--- config.mk ---
export PLATFORM = sky130hd
export DESIGN_NAME = ctkvs_ram
export DESIGN_NICKNAME = d
export VERILOG_FILES = /design/src/rtl/core/cosine_top_k_vector_search_assert.svh /design/src/rtl/core/ctkvs_ram.sv
export SDC_FILE = /design/constraint.sdc
export NUM_CORES = 1
export LEC_CHECK = 0
export BUFFER_PORTS_ARGS = -buffer_cell sky130_fd_sc_hd__buf_2
export CAP_MARGIN = 20
export CORE_MARGIN = 5
export CORE_UTILIZATION = 33
export DETAILED_ROUTE_END_ITERATION = 8
export PLACE_DENSITY = 0.58
export SLEW_MARGIN = 30
export SYNTH_ARGS = -nofsm -noshare
export SYNTH_HDL_FRONTEND = slang
export SYNTH_SLANG_ARGS = --single-unit
--- constraint.sdc ---
create_clock -name clk -period 3.1 [get_ports clk]
set_input_delay 0.31 -clock clk [delete_from_list [all_inputs] [get_ports clk]]
set_output_delay 0.31 -clock clk [all_outputs]
set_load 0.05 [all_outputs]
--- src/rtl/core/cosine_top_k_vector_search_assert.svh ---
// ---------------------------------------------------------------------------
// Assertion macros for the cosine top-k vector search
// Shared property forms. They expect clk and arst_n in scope.
// ---------------------------------------------------------------------------
`ifndef COSINE_TOP_K_VECTOR_SEARCH_ASSERT_SVH
`define COSINE_TOP_K_VECTOR_SEARCH_ASSERT_SVH

// same-cycle implication
`define CTKVS_ASSERT_NOW(lbl, ante, cons, msg) \
	lbl: assert property (@(posedge clk) disable iff (!arst_n) (ante) |-> (cons)) \
		else $error(msg);

// next-cycle implication
`define CTKVS_ASSERT_NEXT(lbl, ante, cons, msg) \
	lbl: assert property (@(posedge clk) disable iff (!arst_n) (ante) |=> (cons)) \
		else $error(msg);

`endif

--- src/rtl/core/ctkvs_ram.sv ---
// ---------------------------------------------------------------------------
// ctkvs_ram
// Simple dual-port RAM: one write port, one read port, registered read.
// ---------------------------------------------------------------------------
module ctkvs_ram #(
	parameter int WIDTH = 16,
	parameter int DEPTH = 64
) (
	input  logic                     clk,
	input  logic                     wr_en,
	input  logic [$clog2(DEPTH)-1:0] wr_addr,
	input  logic [WIDTH-1:0]         wr_data,
	input  logic                     rd_en,
	input  logic [$clog2(DEPTH)-1:0] rd_addr,
	output logic [WIDTH-1:0]         rd_data
);

	logic [WIDTH-1:0] mem_q [DEPTH];

	always_ff @(posedge clk) begin
		if (wr_en) begin
			mem_q[wr_addr] <= wr_data;
		end
		if (rd_en) begin
			rd_data <= mem_q[rd_addr];
		end
	end

endmodule

Yosys cells after proc, flatten, opt, wreduce, memory -nomap -nowiden

Memories as Yosys holds them, arrays and structs flattened. A register that Yosys moved wholly into a read port is not among the register bits.
Cells that the tools add are included.

Memories: 1
Memory bits (writable): 1024
Input port bits: 31
Output and inout bits: 16
Bits in registers: 0

Memory list:

| name  | words | width | read ports | clocked after Yosys merged registers in | write ports | line            | text |
|---|---|---|---|---|---|---|---|
| mem_q | 64    | 16    | 1          | 1                                       | 1           | ctkvs_ram.sv:18 | `logic [WIDTH-1:0] mem_q [DEPTH];` |

Mux-type cells: 2

Operators by type and width:

| cell             | number |
|---|---|
| 1-bit 2-to-1 mux | 2 |

Depth between registers and ports, before layout

Depth after elaboration: 2
Gate-level depth with buffers: 10
Mapped depth without buffers: 5

Worst setup path before layout

No wires, ideal clock.

Path type: input port to flip-flop
From: input port wr_addr[3]
To: memory mem_q[48][0], enable pin
Stages on the path: 4
Data required time: 2.691 ns
Library setup time: 0.409 ns
Buffers on the path: 1
Slack: 0.755 ns
Data arrival time: 1.936 ns
Path through: clkbuf_1 > nor2b_1 > nand4b_1 > nor3_1

RTL lines:

| what        | line            | text |
|---|---|---|
| from (decl) | ctkvs_ram.sv:11 | `input logic [$clog2(DEPTH)-1:0] wr_addr,` |
| to (decl)   | ctkvs_ram.sv:18 |  |

Straight into the memory's write port.

==> results.toml <==
[worst_setup_path]
path_cells = "buf_8 > buf_4 > buf_4 > mux4_2 > mux2_2 > a221oi_1 > a311oi_1"
cp.required_ps = 3500
start_kind = "primary input"
cp_num_cells = 7
max_stage_delay_ps = 510
crit_buf_inv = 3
reg2regPathDepth = 6
critical_path.max_fanout = 45
cp_top_family = "buffers and inverters"
ff2ff_setup_slack_ps = 900
cp-end-kind = "register"
worstPathArrival_ps = 2750
regToRegEndpoint = "rd_data[11]$_DFFE_PP_"
crit_top_cell = "buf_4"
r2r_start = "mem_q[23][11]$_DFFE_PP_"
cp_slowest_cell = "mux4_2"
critPathKind = "primary input to register"

[timing]
fmax_mhz = 425
hold_violations = 0
hold_ws_ps = 145
finalCriticalPeriod_ps = 2350
period_share = 0.758
finalSetupViolCount = 0
layout_setup_ws_ps = 750
slew_headroom = 0.359
rsz0062_at_grt = "false"
setup-tns-final_ps = 0
final_max_slew_viol_count = 0
fin_skew_ps = 27.0
worstMarginPinSlew_ps = 962

[floorplanning]
start_util = 0.331
fp.dieH_um = 359
core-area_mm2 = 0.121
rows = 128
ios = 47
dieArea_mm2 = 0.129
die_x_um = 359

[drt]
detail_route.wl_per_cell_um = 26.6
drt_wl_total_um = 101000
drtIter0Drc = 2138
vias = 19800
drtAntennaViolNets = 0
dr.pass1.iters = 6
drc_errors = 0
viasPerCell = 5.19

[placed_design]
port_buffers = 46
dp_hpwl_um = 63300
dpl_worst_slack_ps = 5.68
placed_area_mm2 = 0.0436
gp_congestion = 0.826

[power_and_ir_drop]
p_leak_nw = 14.9
powerDensity_mw_per_mm2 = 629
ir_drop_mv = 0.486

[final_layout]
fin_util = 0.386
final_nets = 2122
area_growth_pct = 16.6
drive_gt1_frac = 0.306
fin_area_mm2 = 0.0469

[logic_synthesis]
avgSynthCellArea_um2 = 22.0
synthCells = 1829
yosysTopAreaCellShare = 0.777
synth_top_area_cell = "edfxtp_1"
ys_types = 42
syn-cell-area_mm2 = 0.0402
synth_commonest_cells = "1040 x edfxtp_1, 220 x mux4_2, 85 x mux2i_1, 72 x nor2_1, 59 x nand2_1"
async_reset_ff_frac = 0
synth_ff_type = "edfxtp_1"
yosysMostFrequentCell = "edfxtp_1"
synth-edff-count = 1040
ys_seq_elements = 1040
synth_area_leaders = "edfxtp_1 78%, mux4_2 12%, mux2i_1 2.1%, mux2_2 0.76%, a22oi_1 0.73%"
syn_nets = 1860
yosys_warnings = 0
yosysSeqAreaShare = 0.777

[global_routing]
first_global_vias = 19800
grt_pass1_wl_um = 146000
grt_use_total = 0.154
grt_max_degree = 65
overflow = 0
antenna_found_initial = 9

[clocking]
clock_latency_ps = 670
htree_levels = 3
cts.sinks = 1040
root_buffer = "clkbuf_16"
numCtsBuffers = 104
clk_path_buf_depth = 3
postCtsSetupRepairBufs = 0
cts_tree = "built"
clk_pin_slew_ps = 60

[min_path]
hp-start = "wr_data[3]"
holdPathStages = 2
min_to = "mem_q[41][3]$_DFFE_PP_"
hold_class = "primary input to register"

[run_status]
outcome = "completed"

[flow_run]
cap_viol_max_count = 0
-- power breakdown --
group	total [mW]	internal, mW	switching, mW
combinational	1.66	0.619	1.04
sequential	15.7	15.6	0.0568
clock	12.2	6.91	5.25
total	29.5	23.1	6.35
-- cell families (layout without fill, tap and decap cells) --
| logic type | Yosys count | in the layout | share of synthesized area |
|---|---|---|---|
| other | 0 | 7 | 0 |
| DFF | 1040 | 1040 | 0.777 |
| and+or+nand+nor | 220 | 220 | 0.0264 |
| AOI/OAI and AO/OA | 129 | 129 | 0.0240 |
| buffers and inverters | 104 | 450 | 0.0182 |
| muxes | 336 | 336 | 0.155 |
-- flip-flops by register name, summed over array words and instances (netlist names) --
name,count
mem_q,1024
rd_data,16
-- placed cells by master (no fill, tap or decap), types with 3 or more instances in the layout --
cell type / count
a211o_1: 8
a211oi_1: 8
a21oi_1: 17
a221o_1: 6
a221oi_1: 16
a22o_1: 6
a22oi_1: 39
a311oi_1: 8
a31oi_1: 8
a41oi_1: 5
and4_1: 5
buf_12: 15
buf_2: 38
buf_4: 203
bufinv_16: 9
clkbuf_1: 14
clkbuf_16: 104
clkinv_1: 26
clkinv_2: 24
clkinv_8: 3
clkinvlp_4: 5
diode_2: 7
edfxtp_1: 1040
mux2_2: 27
mux2i_1: 85
mux4_1: 4
mux4_2: 220
nand2_1: 59
nand2b_1: 3
nand3_1: 24
nand4_1: 12
nor2_1: 72
nor2b_1: 30
nor4_2: 3
o21ai_0: 5
o21ai_1: 3
-- worst max path at each step --
stage | startpoint | endpoint | slack (ps)
after floorplan | wr_addr[3] | mem_q[48][0]$_DFFE_PP_ | 760
after global placement | rd_addr[0] | rd_data[1]$_DFFE_PP_ | 30
after detailed placement | rd_addr[0] | rd_data[1]$_DFFE_PP_ | 6
after CTS | rd_addr[0] | rd_data[1]$_DFFE_PP_ | 720
after global routing | rd_addr[0] | rd_data[1]$_DFFE_PP_ | 590
final | rd_addr[0] | rd_data[1]$_DFFE_PP_ | 750
-- stage by stage --
step           cells  power, mW
4_1_cts         3800       29.8
6_report        3807       29.5
3_5_place_dp    3609       17.6
3_3_place_gp    3609       17.6
5_1_grt         3800       30.4
2_1_floorplan   1829       16.8
-- worst reg2reg max path: cells and delay by family, from the launching register on --
kind                   cells  cell delay, ps
muxes                      2             870
AOI/OAI and AO/OA          3             500
DFF                        1             360
buffers and inverters      1             190
-- metal layers --
metal  track usage  share of wire
met5             0        0.00040
met4        0.0359          0.020
met3        0.0355          0.082
met2         0.239           0.47
met1         0.221           0.43
-- repair_timing --
item                                    4_1_cts  5_1_grt
resized for setup                             0        0
hold endpoints to repair                      7        0
hold buffers                                  1        0
endpoints found under the setup margin        0        0
-- area by class of cell --
cell class	count	area (um^2)
Fill cell	10900	74500
Clock inverter	72	634
Tap cell	1625	2030
Clock buffer	118	2660
Sequential cell	1040	31200
Antenna cell	7	17.5
Multi-Input combinational cell	685	8250
Timing Repair Buffer	260	2070
No activity file was read; power rests on OpenSTA's default activity.
